==> config.mk <==
export PLATFORM = sky130hd
export DESIGN_NAME = profiled_drive_move_controller
export DESIGN_NICKNAME = d
export VERILOG_FILES = /design/src/rtl/core/pdmc_pkg.sv /design/src/rtl/core/profiled_drive_move_controller.sv /design/src/rtl/core/pdmc_csr.sv /design/src/rtl/core/pdmc_sample.sv /design/src/rtl/core/pdmc_power.sv
export SDC_FILE = /design/constraint.sdc
export NUM_CORES = 2
export LEC_CHECK = 0
export BUFFER_PORTS_ARGS = -buffer_cell sky130_fd_sc_hd__buf_2
export CAP_MARGIN = 20
export CELL_PAD_IN_SITES_DETAIL_PLACEMENT = 0
export CELL_PAD_IN_SITES_GLOBAL_PLACEMENT = 1
export CORE_ASPECT_RATIO = 0.8
export CORE_MARGIN = 2
export CORE_UTILIZATION = 43
export CTS_CLUSTER_DIAMETER = 120
export DETAILED_ROUTE_END_ITERATION = 10
export PLACE_DENSITY = 0.81
export SYNTH_ARGS = -nofsm -noshare
export SYNTH_HDL_FRONTEND = slang
export SYNTH_SLANG_ARGS = --single-unit
==> constraint.sdc <==
create_clock -name clock -period 20.1 [get_ports clock]
set_clock_uncertainty 0.05 [all_clocks]
set_input_delay 1.005 -clock clock [delete_from_list [all_inputs] [get_ports clock]]
set_output_delay 1.005 -clock clock [all_outputs]
set_load 0.005 [all_outputs]
==> src/rtl/core/pdmc_pkg.sv <==
// Shared types and constants of the profiled drive move controller.
package pdmc_pkg;

   typedef enum logic [1:0] {
      MODE_FORWARD    = 2'd0,
      MODE_BACKWARD   = 2'd1,
      MODE_TURN_LEFT  = 2'd2,
      MODE_TURN_RIGHT = 2'd3
   } move_mode_type;

   typedef struct packed {
      logic [22:0]   target_ticks;
      logic [15:0]   distance_gain;
      logic [15:0]   alignment_gain;
      logic [15:0]   slew_limit;
      logic [11:0]   decel_factor;
      move_mode_type move_mode;
   } cfg_type;

   localparam int CSR_INDEX_WIDTH = 3;
   localparam int CSR_DATA_WIDTH  = 23;

   localparam logic [CSR_INDEX_WIDTH-1:0] CSR_TARGET_TICKS   = 3'd0;
   localparam logic [CSR_INDEX_WIDTH-1:0] CSR_DISTANCE_GAIN  = 3'd1;
   localparam logic [CSR_INDEX_WIDTH-1:0] CSR_ALIGNMENT_GAIN = 3'd2;
   localparam logic [CSR_INDEX_WIDTH-1:0] CSR_SLEW_LIMIT     = 3'd3;
   localparam logic [CSR_INDEX_WIDTH-1:0] CSR_DECEL_FACTOR   = 3'd4;
   localparam logic [CSR_INDEX_WIDTH-1:0] CSR_MOVE_MODE      = 3'd5;

   // Power is unsigned Q8.16.
   localparam logic [23:0] POWER_MAX = 24'd13107200;  // 200.0
   localparam logic [23:0] CREEP_MIN = 24'd327680;    // 5.0
   localparam logic [9:0]  VEL_LIMIT = 10'd1023;

endpackage

==> src/rtl/core/profiled_drive_move_controller.sv <==
// Profiled drive move controller: top level with handshake and stage control.
//
// Each req item is one sample of the four wheel encoder positions plus a
// start flag that opens a new move. Each sample yields exactly one rsp item
// holding the left and right velocity commands in RPM and the done flag.
// Registers are written through the csr channel, which is always ready. The
// host must write them only while no item is in flight; nothing enforces it.
//
// An accepted item passes the input register and then the result register,
// which drives rsp_valid; a stalled receiver can hold it back. The side
// averages are formed on the way into the input register and the power
// profile on the way into the result register. One item is taken every
// cycle without a stall; running power feeds back inside the second stage.
//
// Reset clears running power and the done latch and loads the default
// gains. When the receiver stalls, the result waits in the output register
// while one more sample may still enter the input register; req_ready falls
// only when both registers hold items.
module profiled_drive_move_controller #(
   parameter int ENCODER_BITS = 24
) (
   input  logic                                  clock,
   input  logic                                  reset,
   input  logic                                  req_valid,
   output logic                                  req_ready,
   input  logic                                  req_start_move,
   input  logic signed [ENCODER_BITS-1:0]        req_left_front_pos,
   input  logic signed [ENCODER_BITS-1:0]        req_left_back_pos,
   input  logic signed [ENCODER_BITS-1:0]        req_right_front_pos,
   input  logic signed [ENCODER_BITS-1:0]        req_right_back_pos,
   output logic                                  rsp_valid,
   input  logic                                  rsp_ready,
   output logic signed [10:0]                    rsp_left_velocity,
   output logic signed [10:0]                    rsp_right_velocity,
   output logic                                  rsp_move_done,
   input  logic                                  csr_valid,
   output logic                                  csr_ready,
   input  logic [pdmc_pkg::CSR_INDEX_WIDTH-1:0]  csr_index,
   input  logic [pdmc_pkg::CSR_DATA_WIDTH-1:0]   csr_data
);

   pdmc_pkg::cfg_type       cfg;
   logic                    in_valid_ff;
   logic                    in_valid_in;
   logic                    rsp_valid_ff;
   logic                    rsp_valid_in;
   logic                    advance;
   logic                    load_sample;
   logic                    load_result;
   logic                    start_move_ff;
   logic [ENCODER_BITS-1:0] left_ticks_ff;
   logic [ENCODER_BITS-1:0] right_ticks_ff;
   logic [ENCODER_BITS-1:0] mean_ticks_ff;
   logic [ENCODER_BITS-1:0] diff_ticks_ff;

   assign csr_ready   = 1'b1;
   assign advance     = !rsp_valid_ff || rsp_ready;
   assign load_result = in_valid_ff && advance;
   assign req_ready   = !in_valid_ff || advance;
   assign load_sample = req_valid && req_ready;

   always_comb begin
      in_valid_in = in_valid_ff;
      if (load_sample) begin
         in_valid_in = 1'b1;
      end else if (load_result) begin
         in_valid_in = 1'b0;
      end
      rsp_valid_in = rsp_valid_ff;
      if (load_result) begin
         rsp_valid_in = 1'b1;
      end else if (rsp_ready) begin
         rsp_valid_in = 1'b0;
      end
   end

   always_ff @(posedge clock) begin
      if (reset) begin
         in_valid_ff  <= 1'b0;
         rsp_valid_ff <= 1'b0;
      end else begin
         in_valid_ff  <= in_valid_in;
         rsp_valid_ff <= rsp_valid_in;
      end
   end

   assign rsp_valid = rsp_valid_ff;

   pdmc_csr u_csr (
      .clock     (clock),
      .reset     (reset),
      .csr_write (csr_valid && csr_ready),
      .csr_index (csr_index),
      .csr_data  (csr_data),
      .cfg       (cfg)
   );

   pdmc_sample #(
      .ENCODER_BITS (ENCODER_BITS)
   ) u_sample (
      .clock           (clock),
      .load            (load_sample),
      .start_move      (req_start_move),
      .left_front_pos  (req_left_front_pos),
      .left_back_pos   (req_left_back_pos),
      .right_front_pos (req_right_front_pos),
      .right_back_pos  (req_right_back_pos),
      .start_move_ff   (start_move_ff),
      .left_ticks_ff   (left_ticks_ff),
      .right_ticks_ff  (right_ticks_ff),
      .mean_ticks_ff   (mean_ticks_ff),
      .diff_ticks_ff   (diff_ticks_ff)
   );

   pdmc_power #(
      .ENCODER_BITS (ENCODER_BITS)
   ) u_power (
      .clock             (clock),
      .reset             (reset),
      .load              (load_result),
      .cfg               (cfg),
      .start_move        (start_move_ff),
      .left_ticks        (left_ticks_ff),
      .right_ticks       (right_ticks_ff),
      .mean_ticks        (mean_ticks_ff),
      .diff_ticks        (diff_ticks_ff),
      .left_velocity_ff  (rsp_left_velocity),
      .right_velocity_ff (rsp_right_velocity),
      .move_done_ff      (rsp_move_done)
   );

endmodule

==> src/rtl/core/pdmc_csr.sv <==
// Configuration registers of the profiled drive move controller.
module pdmc_csr (
   input  logic                                  clock,
   input  logic                                  reset,
   input  logic                                  csr_write,
   input  logic [pdmc_pkg::CSR_INDEX_WIDTH-1:0]  csr_index,
   input  logic [pdmc_pkg::CSR_DATA_WIDTH-1:0]   csr_data,
   output pdmc_pkg::cfg_type                     cfg
);

   pdmc_pkg::cfg_type cfg_ff;
   pdmc_pkg::cfg_type cfg_in;

   always_comb begin
      cfg_in = cfg_ff;
      if (csr_write) begin
         case (csr_index)
            pdmc_pkg::CSR_TARGET_TICKS:   cfg_in.target_ticks   = csr_data[22:0];
            pdmc_pkg::CSR_DISTANCE_GAIN:  cfg_in.distance_gain  = csr_data[15:0];
            pdmc_pkg::CSR_ALIGNMENT_GAIN: cfg_in.alignment_gain = csr_data[15:0];
            pdmc_pkg::CSR_SLEW_LIMIT:     cfg_in.slew_limit     = csr_data[15:0];
            pdmc_pkg::CSR_DECEL_FACTOR:   cfg_in.decel_factor   = csr_data[11:0];
            pdmc_pkg::CSR_MOVE_MODE:
               cfg_in.move_mode = pdmc_pkg::move_mode_type'(csr_data[1:0]);
            default: ;
         endcase
      end
   end

   always_ff @(posedge clock) begin
      if (reset) begin
         cfg_ff.target_ticks   <= 23'd0;
         cfg_ff.distance_gain  <= 16'd9830;
         cfg_ff.alignment_gain <= 16'd9830;
         cfg_ff.slew_limit     <= 16'd197;
         cfg_ff.decel_factor   <= 12'd896;
         cfg_ff.move_mode      <= pdmc_pkg::MODE_FORWARD;
      end else begin
         cfg_ff <= cfg_in;
      end
   end

   assign cfg = cfg_ff;

endmodule

==> src/rtl/core/pdmc_sample.sv <==
// Input stage: side averages, their mean and their difference, registered.
module pdmc_sample #(
   parameter int ENCODER_BITS = 24
) (
   input  logic                           clock,
   input  logic                           load,
   input  logic                           start_move,
   input  logic signed [ENCODER_BITS-1:0] left_front_pos,
   input  logic signed [ENCODER_BITS-1:0] left_back_pos,
   input  logic signed [ENCODER_BITS-1:0] right_front_pos,
   input  logic signed [ENCODER_BITS-1:0] right_back_pos,
   output logic                           start_move_ff,
   output logic [ENCODER_BITS-1:0]        left_ticks_ff,
   output logic [ENCODER_BITS-1:0]        right_ticks_ff,
   output logic [ENCODER_BITS-1:0]        mean_ticks_ff,
   output logic [ENCODER_BITS-1:0]        diff_ticks_ff
);

   localparam int SW = ENCODER_BITS + 1;

   logic signed [SW-1:0]    left_sum;
   logic signed [SW-1:0]    right_sum;
   logic signed [SW-1:0]    left_half;
   logic signed [SW-1:0]    right_half;
   logic [ENCODER_BITS-1:0] left_ticks_in;
   logic [ENCODER_BITS-1:0] right_ticks_in;
   logic [SW-1:0]           mean_sum;
   logic signed [SW-1:0]    diff_signed;
   logic [ENCODER_BITS-1:0] diff_ticks_in;

   always_comb begin
      left_sum  = SW'(left_front_pos) + SW'(left_back_pos);
      right_sum = SW'(right_front_pos) + SW'(right_back_pos);
      // Halving rounds toward zero, so a negative sum is bumped by one first.
      left_half  = (left_sum + $signed(SW'(left_sum[SW-1]))) >>> 1;
      right_half = (right_sum + $signed(SW'(right_sum[SW-1]))) >>> 1;
      left_ticks_in  = left_half[SW-1] ? ENCODER_BITS'(-left_half)
                                       : left_half[ENCODER_BITS-1:0];
      right_ticks_in = right_half[SW-1] ? ENCODER_BITS'(-right_half)
                                        : right_half[ENCODER_BITS-1:0];
      mean_sum    = {1'b0, left_ticks_in} + {1'b0, right_ticks_in};
      diff_signed = $signed({1'b0, left_ticks_in}) - $signed({1'b0, right_ticks_in});
      diff_ticks_in = diff_signed[SW-1] ? ENCODER_BITS'(-diff_signed)
                                        : diff_signed[ENCODER_BITS-1:0];
   end

   always_ff @(posedge clock) begin
      if (load) begin
         start_move_ff  <= start_move;
         left_ticks_ff  <= left_ticks_in;
         right_ticks_ff <= right_ticks_in;
         mean_ticks_ff  <= mean_sum[SW-1:1];
         diff_ticks_ff  <= diff_ticks_in;
      end
   end

endmodule

==> src/rtl/core/pdmc_power.sv <==
// Power profile stage: speed step, deceleration, alignment trim and result register.
module pdmc_power #(
   parameter int ENCODER_BITS = 24
) (
   input  logic                    clock,
   input  logic                    reset,
   input  logic                    load,
   input  pdmc_pkg::cfg_type       cfg,
   input  logic                    start_move,
   input  logic [ENCODER_BITS-1:0] left_ticks,
   input  logic [ENCODER_BITS-1:0] right_ticks,
   input  logic [ENCODER_BITS-1:0] mean_ticks,
   input  logic [ENCODER_BITS-1:0] diff_ticks,
   output logic signed [10:0]      left_velocity_ff,
   output logic signed [10:0]      right_velocity_ff,
   output logic                    move_done_ff
);

   localparam int CW = (ENCODER_BITS > 23) ? ENCODER_BITS : 23;
   localparam int AW = ENCODER_BITS + 16;
   localparam int VW = ENCODER_BITS + 18;

   logic [23:0]          running_power_ff;
   logic [23:0]          running_power_in;
   logic                 done_latch_ff;
   logic                 done_latch_in;
   logic signed [10:0]   left_velocity_in;
   logic signed [10:0]   right_velocity_in;

   logic [23:0]          power;
   logic                 done_now;
   logic [22:0]          rem;
   logic [38:0]          step_prod;
   logic [15:0]          step_mag;
   logic [35:0]          decel_prod;
   logic                 decel_hit;
   logic signed [25:0]   base;
   logic [AW-1:0]        align;
   logic signed [VW-1:0] left_q;
   logic signed [VW-1:0] right_q;

   function automatic logic [10:0] to_rpm(input logic signed [VW-1:0] q);
      logic [VW-1:0] mag_full;
      logic [9:0]    mag;
      mag_full = q[VW-1] ? VW'(-q) : VW'(q);
      if (mag_full[VW-1:16] > (VW-16)'(pdmc_pkg::VEL_LIMIT)) begin
         mag = pdmc_pkg::VEL_LIMIT;
      end else begin
         mag = mag_full[25:16];
      end
      return q[VW-1] ? 11'(-{1'b0, mag}) : {1'b0, mag};
   endfunction

   always_comb begin
      power    = start_move ? 24'd0 : running_power_ff;
      done_now = (!start_move && done_latch_ff) || (CW'(mean_ticks) >= CW'(cfg.target_ticks));
      rem      = cfg.target_ticks - 23'(mean_ticks);

      step_prod = rem * cfg.distance_gain;
      step_mag  = (step_prod > {23'd0, cfg.slew_limit}) ? cfg.slew_limit : step_prod[15:0];

      // Power in Q.16 times factor in Q.8 set against the remaining ticks in Q.24.
      decel_prod = power * cfg.decel_factor;
      decel_hit  = {11'd0, decel_prod} > {rem, 24'd0};

      if (!decel_hit) begin
         base = $signed({2'b00, power}) + $signed({10'd0, step_mag});
      end else if (power < pdmc_pkg::CREEP_MIN) begin
         base = $signed({2'b00, pdmc_pkg::CREEP_MIN});
      end else begin
         base = $signed({2'b00, power}) - $signed({10'd0, step_mag});
      end

      align   = diff_ticks * cfg.alignment_gain;
      left_q  = VW'(base);
      right_q = VW'(base);
      if (left_ticks > right_ticks) begin
         left_q = VW'(base) - $signed(VW'(align));
      end else if (right_ticks > left_ticks) begin
         right_q = VW'(base) - $signed(VW'(align));
      end

      case (cfg.move_mode)
         pdmc_pkg::MODE_BACKWARD: begin
            left_q  = -left_q;
            right_q = -right_q;
         end
         pdmc_pkg::MODE_TURN_LEFT:  left_q  = -left_q;
         pdmc_pkg::MODE_TURN_RIGHT: right_q = -right_q;
         default: ;
      endcase

      if (done_now) begin
         left_velocity_in  = 11'sd0;
         right_velocity_in = 11'sd0;
         running_power_in  = power;
      end else begin
         left_velocity_in  = $signed(to_rpm(left_q));
         right_velocity_in = $signed(to_rpm(right_q));
         if (base > $signed({2'b00, pdmc_pkg::POWER_MAX})) begin
            running_power_in = pdmc_pkg::POWER_MAX;
         end else if (base[25]) begin
            running_power_in = 24'd0;
         end else begin
            running_power_in = base[23:0];
         end
      end
      done_latch_in = done_now;
   end

   always_ff @(posedge clock) begin
      if (reset) begin
         running_power_ff <= 24'd0;
         done_latch_ff    <= 1'b0;
      end else if (load) begin
         running_power_ff <= running_power_in;
         done_latch_ff    <= done_latch_in;
      end
   end

   always_ff @(posedge clock) begin
      if (load) begin
         left_velocity_ff  <= left_velocity_in;
         right_velocity_ff <= right_velocity_in;
         move_done_ff      <= done_latch_in;
      end
   end

endmodule

### Word level (Yosys, flattened, before mapping)

Index checks and enable logic that the tools add are counted.

| operators by class | value |
|---|---|
| $add $sub $neg | 19 |
| multipliers | 3 |
| $lt $le $gt $ge | 9 |
| equality and inequality tests | 8 |
| multiplexer cells | 27 |
| bitwise logic cells | 2 |
| reduce and logical (&&, ||, !) cells | 22 |

Operators by type and width:

| operator | number |
|---|---|
| $mux W42 | 7 |
| $mux W24 | 7 |
| $neg A42 Y42 | 4 |
| $add A24 B24 Y25 | 3 |
| $neg A24 Y24 | 3 |
| $mux W10 | 6 |
| $gt A26 B10 Y1 const B | 2 |
| $mux W26 | 2 |
| $add A25 B2 Y25 | 2 |
| $gt A24 B24 Y1 | 2 |
| $gt A36 B47 Y1 | 1 |
| $sub A26 B41 Y42 | 1 |
| $mul A24 B16 Y40 | 1 |
| $gt A39 B16 Y1 | 1 |
| $mul A23 B16 Y39 | 1 |
| $mul A24 B12 Y36 | 1 |
| $gt A26 B25 Y1 const B | 1 |
| $add A24 B16 Y25 | 1 |
| $sub A24 B16 Y25 | 1 |
| $sub A24 B24 Y25 | 1 |
| $ge A24 B23 Y1 | 1 |
| $lt A24 B19 Y1 const B | 1 |
| $sub A23 B23 Y23 | 1 |
| $neg A10 Y11 | 2 |
| other kinds (15) | 37 |

| word-level totals | value |
|---|---|
| register bits after elaboration | 232 |
| bits of input ports | 128 |
| output and inout port bits | 26 |
| word-level logic and storage cells | 110 |

### Depth between registers and ports, before layout

| logic depth | value |
|---|---|
| depth after elaboration | 19 |
| mapped depth | 93 |
| mapped depth without buffers | 89 |

### By module

Synthesis repeated with hierarchy kept, for this count alone.

| unflattened totals | value |
|---|---|
| cell total of the unflattened synthesis | 7988 |
| area, all modules | 65351.4 um^2 |

Modules (own cells, without submodules):

| module | times used | cells each | area each (um^2) | seq. area each (um^2) |
|---|---|---|---|---|
| pdmc_power | 1 | 6336 | 50154.4 | 1191.1 |
| pdmc_sample | 1 | 1320 | 11658.7 | 2912.8 |
| pdmc_csr | 1 | 320 | 3423.3 | 1701.6 |
| profiled_drive_move_controller | 1 | 12 | 115.1 | 40.0 |

### Least setup slack after synthesis

OpenSTA, ideal clock, no wires.

| timing | value |
|---|---|
| kind | register to register |
| start point | register u_csr.cfg_ff (netlist bit u_csr.cfg[62]) |
| end point | register u_power.left_velocity_ff[8] (data pin) |
| setup time | 0.165 ns |
| arrival time | 18.693 ns |
| required time | 19.885 ns |
| path slack | 1.192 ns |
| stages on the path, launching flop included | 83 |
| buffers on the path | 4 |
| period minus slack after synthesis | 18.908 ns |
| path through | dfxtp_1 > inv_1 > ha_1 > fa_1 > nor2b_1 > o31a_1 > o211ai_2 > and2_1 > o311ai_1 > clkbuf_1 > nand2_1 > fa_1 > fa_1 > inv_1 > fa_1 > fa_1 > fa_1 > inv_1 > [... 47 more ...] > and2_1 > and3_1 > a31o_2 > o311ai_0 > nor4_1 > and4_1 > buf_6 > nand2_2 > nor2_1 > ha_1 > inv_1 > or4_1 > nand3_1 > nand3b_1 > nor2_1 > xnor2_1 > or3_1 > o221ai_1 |

| between the ends | value |
|---|---|
| cells in the longest elaborated chain, start to end | 18 |
| elaborated cells on any way between the ends | 22 |
| those cells by class | add/sub: 7; mul: 1; order compare: 4; mux: 9; reduce/logical: 1 |

Ends and longest elaborated chain:

| element | RTL line | text |
|---|---|---|
| start: declaration | pdmc_csr.sv:11 | `pdmc_pkg::cfg_type cfg_ff;` |
| start signal: assignment | pdmc_csr.sv:39 | `cfg_ff <= cfg_in;` |
| $sub A23 B23 Y23 | pdmc_power.sv:57 | `rem = cfg.target_ticks - 23'(mean_ticks);` |
| $mul A23 B16 Y39 | pdmc_power.sv:59 | `step_prod = rem * cfg.distance_gain;` |
| $gt A39 B16 Y1 | pdmc_power.sv:60 | `step_mag = (step_prod > {23'd0, cfg.slew_limit}) ? cfg.slew_limit : step_prod[15:0];` |
| $mux W16 | pdmc_power.sv:60 |  |
| $sub A24 B16 Y25 | pdmc_power.sv:71 | `base = $signed({2'b00, power}) - $signed({10'd0, step_mag});` |
| $mux W26 | pdmc_power.sv:68 | `end else if (power < pdmc_pkg::CREEP_MIN) begin` |
| $mux W26 | pdmc_power.sv:66 | `if (!decel_hit) begin` |
| $sub A26 B41 Y42 | pdmc_power.sv:78 | `left_q = VW'(base) - $signed(VW'(align));` |
| [... 2 more ...] | n/a |  |
| $mux W42 | n/a |  |
| $neg A42 Y42 | pdmc_power.sv:45 | `mag_full = q[VW-1] ? VW'(-q) : VW'(q);` |
| $mux W42 | pdmc_power.sv:45 |  |
| $gt A26 B10 Y1 | pdmc_power.sv:46 | `if (mag_full[VW-1:16] > (VW-16)'(pdmc_pkg::VEL_LIMIT)) begin` |
| $mux W10 | pdmc_power.sv:46 |  |
| $mux W10 | pdmc_power.sv:93 | `if (done_now) begin` |
| $neg A10 Y11 | pdmc_power.sv:51 | `return q[VW-1] ? 11'(-{1'b0, mag}) : {1'b0, mag};` |
| $mux W10 | pdmc_power.sv:51 |  |
| end signal: assignment | pdmc_power.sv:123 | `left_velocity_ff <= left_velocity_in;` |
| end: declaration | pdmc_power.sv:14 | `output logic signed [10:0] left_velocity_ff,` |

Parallel ways exist; a longest one is shown, timed or not. The select of a mux whose other input is x is not followed.
A chain may end at the register's enable or synchronous reset.

### Final worst setup path

| timing | value |
|---|---|
| start point | register u_csr.cfg_ff (netlist bit u_csr.cfg[64]) |
| end point | register u_power.left_velocity_ff[8] (data pin) |

Same word-level chain as after synthesis.

==> impl_metrics.toml <==
[global_routing]
grt_first_pass_wirelength_microns = 328000
antenna_found_initial = 5
grt_overflow_total = 0
grt_usage_pct = 27.9
grt_max_degree = 91
grt_pass1_vias = 57200

[sta]
fmax_mhz = 51.6
finalSetupTns_ps = 0
setup_ws_ps = 726
setup_viol = 0
finalCriticalPeriod_ps = 19370
hold_violations = 0
fin_crit_sh_pct = 96.4
max_slew.worst_pin.slew_ps = 1140
drv_slew = 0
max_slew_margin_pct = 24.0

[worst_setup_path]
crit_fanout = 6
cp.required_ps = 20520
worstSetupPathType = "reg2reg"
arrival_ps = 19790
critPathSlowestCell = "fa_1"
rr_worst_depth = 81
start_kind = "flip-flop"
cpMostUsedCell = "buf_4"
rrSetupSlack_ps = 730
timing.rr.start = "u_csr.cfg[64]$_SDFFE_PP0P_"
slowest_delay_ps = 590
rr_endpoint = "u_power.left_velocity_ff[8]$_SDFFCE_PP0P_"
end_kind = "flip-flop"

[yosys]
synth_area_sq_mm = 0.0624
synth_edf_count = 120
synth_cells = 7739
avgSynthCellArea_sq_um = 8.06
synth_cell_type_count = 120
seq_area_frac_synth_pct = 9.37
synth_seq_cells = 232
synth_flop_cell = "edfxtp_1"
yosys_warnings = 0
async_flop_share_pct = 0

[clock_tree]
cts_tree = "built"
clock_path_buffers = 3
cts_root_buffer = "clkbuf_16"
numCtsBuffers = 30
cts_hold_buf = 0
clock_latency_ps = 660
clk_pin_slew_worst_paths_ps = 60
clock_sinks = 232
htree_levels = 1

[cells_and_area]
fin_nets = 9736
syn2layout_area_growth_pct = 13.9
finalNonFillerCells = 10100
nFillCells = 13900
drive_above_1_share_pct = 13.3
fin_util_pct = 49.5

[min_path]
min_from = "u_csr.cfg[38]$_SDFFE_PP0P_"
min_path_type = "reg2reg"
holdPathStages = 2
holdPathEnd = "u_csr.cfg[38]$_SDFFE_PP0P_"

[drt]
drt_pass1_iterations = 8
drt.antenna.violating_nets = 0
vias_per_cell = 5.63
wl_per_cell_microns = 20.6
drt-total-wl_microns = 208000
route.vias.total = 57000
drcViolationCount = 0
drt-initial-drc-count = 5044

[placed_design]
gp_congestion = 1.02
port_buffers = 152
place_ws_ps = -204
dpl.cell_count = 10000
dpl.hpwl_microns = 169000

[flow_run]
drv_cap = 0

[status]
status = "completed"

[floorplan]
io_pins = 154
die_x_microns = 430
core-area_sq_mm = 0.144
fp.dieH_microns = 345
initial_core_util_pct = 43.5
rows = 124
dieArea_sq_mm = 0.148
-- worst max-delay path by stage --
stage | from | cells past startpoint | to | slack [ps]
after floorplan | u_csr.cfg[62]$_SDFFE_PP0P_ | 82 | u_power.left_velocity_ff[8]$_SDFFCE_PP0P_ | 1190
final | u_csr.cfg[64]$_SDFFE_PP0P_ | 81 | u_power.left_velocity_ff[8]$_SDFFCE_PP0P_ | 730
after detailed placement | u_sample.mean_ticks_ff[0]$_DFFE_PP_ | 80 | u_power.left_velocity_ff[8]$_SDFFCE_PP0P_ | -200
after global routing | u_sample.mean_ticks_ff[0]$_DFFE_PP_ | 80 | u_power.left_velocity_ff[8]$_SDFFCE_PP0P_ | -180
after global placement | u_csr.cfg[75]$_SDFFE_PP0P_ | 77 | u_power.left_velocity_ff[8]$_SDFFCE_PP0P_ | 340
after CTS | u_csr.cfg[62]$_SDFFE_PP0P_ | 83 | u_power.left_velocity_ff[8]$_SDFFCE_PP0P_ | 40
-- critical path: cells and delay by family, from the launching register on --
family                   cells  cell delay [ps]
flip-flops                   1              350
AND/OR/NAND/NOR             30             6520
adder cells (fa/ha/maj)     12             4880
multiplexers                 1              350
buffers and inverters       14             1760
AO/OA/AOI/OAI               19             4410
XOR/XNOR                     5              820
-- registers in the layout (all words and copies together) (netlist names), 11 cells and up --
signal	count
u_sample.diff_ticks_ff	24
u_csr.cfg	85
u_power.right_velocity_ff	11
u_power.running_power_ff	24
u_sample.left_ticks_ff	24
u_power.left_velocity_ff	11
u_sample.mean_ticks_ff	24
u_sample.right_ticks_ff	24
-- placed cells by master (no fill, tap or decap), drive strengths merged, types with 26 or more instances in the layout --
cell | Yosys | final
nand2 | 1113 | 1113
inv | 1096 | 1102
fa | 826 | 826
buf | 44 | 764
ha | 574 | 574
nor2 | 432 | 432
a21oi | 411 | 411
and2 | 404 | 404
xnor2 | 281 | 281
o21ai | 205 | 205
nand3 | 158 | 158
xor2 | 154 | 154
nor3 | 128 | 128
edfxtp | 120 | 120
dfxtp | 112 | 112
nor2b | 101 | 101
a21o | 94 | 94
and3 | 74 | 74
nand2b | 70 | 70
a31oi | 69 | 69
nor4 | 63 | 63
o21bai | 62 | 62
mux2i | 58 | 58
nand4 | 57 | 57
a211oi | 56 | 56
o31ai | 52 | 52
or3 | 51 | 51
or2 | 47 | 47
o21a | 46 | 46
clkbuf | 299 | 42
o211ai | 37 | 37
nand3b | 35 | 35
a22oi | 26 | 26
-- cells by family after synthesis --
group           after synthesis  synth area share, %
flops                       232                 9.37
buf+inv                    1439                 8.80
other cells                   2               0.0120
compound gates             1317                 14.1
xor+xnor                    435                 6.13
mux                          79                 1.31
fa+ha+maj                  1400                 38.0
simple gates               2835                 22.3
-- per-stage QoR --
step,hold slack (ps),cell area (sq um)
2_1_floorplan,386,62400
3_3_place_gp,392,68800
3_5_place_dp,400,68800
4_1_cts,409,69900
5_1_grt,423,71100
6_report,407,71100
-- layer usage --
layer | share of wire [%] | GRT usage, %
met1 | 45 | 39.7
met2 | 43 | 44.2
met3 | 8.7 | 4.85
met4 | 2.6 | 6.30
met5 | 0.011 | 0
-- final cells by class --
cell class,instances,area (sq um),share of cell area [%]
flip-flops and latches,232,5850,8.23
clock buffers,41,921,1.30
multi-input cells,6083,52100,73.3
inverters,1096,4110,5.79
diodes,2,5.00,0.00704
repair buffers,765,5620,7.91
clock inverters,15,126,0.178
well taps,1890,2360,3.33
-- repair_timing --
item / in CTS / in global routing
resized for setup: 5 / 174
buffers inserted: 0 / 28
cloned: 0 / 1
pin swaps: 0 / 45
endpoints found under the setup margin: 6 / 19
-- synth_stat cells (26+ instances only) --
library cell,number,area [sq um]
o21ai_0,197,986
nor2_1,431,1620
ha_1,574,7180
o31ai_1,51,383
nand2b_1,70,438
dfxtp_1,112,2240
o21bai_1,62,465
a21oi_1,405,2030
a31oi_1,68,425
and3_1,73,457
a211oi_1,52,390
o211ai_1,36,270
a22oi_1,26,195
nand3b_1,34,255
o21a_1,46,345
and2_1,402,2510
or3_1,51,319
a21o_1,94,706
nor3_1,125,626
clkbuf_1,299,1120
nor4_1,58,363
nand2_1,1111,4170
xnor2_1,280,2450
nor2b_1,101,632
nand4_1,55,344
nand3_1,158,791
or2_2,40,250
edfxtp_1,120,3600
mux2i_1,58,581
inv_1,1095,4110
fa_1,826,16500
xor2_1,153,1340
Power is left out: the tool's default activity adds up to more than one toggle a clock period on the data nets, which glitch-free logic cannot reach.
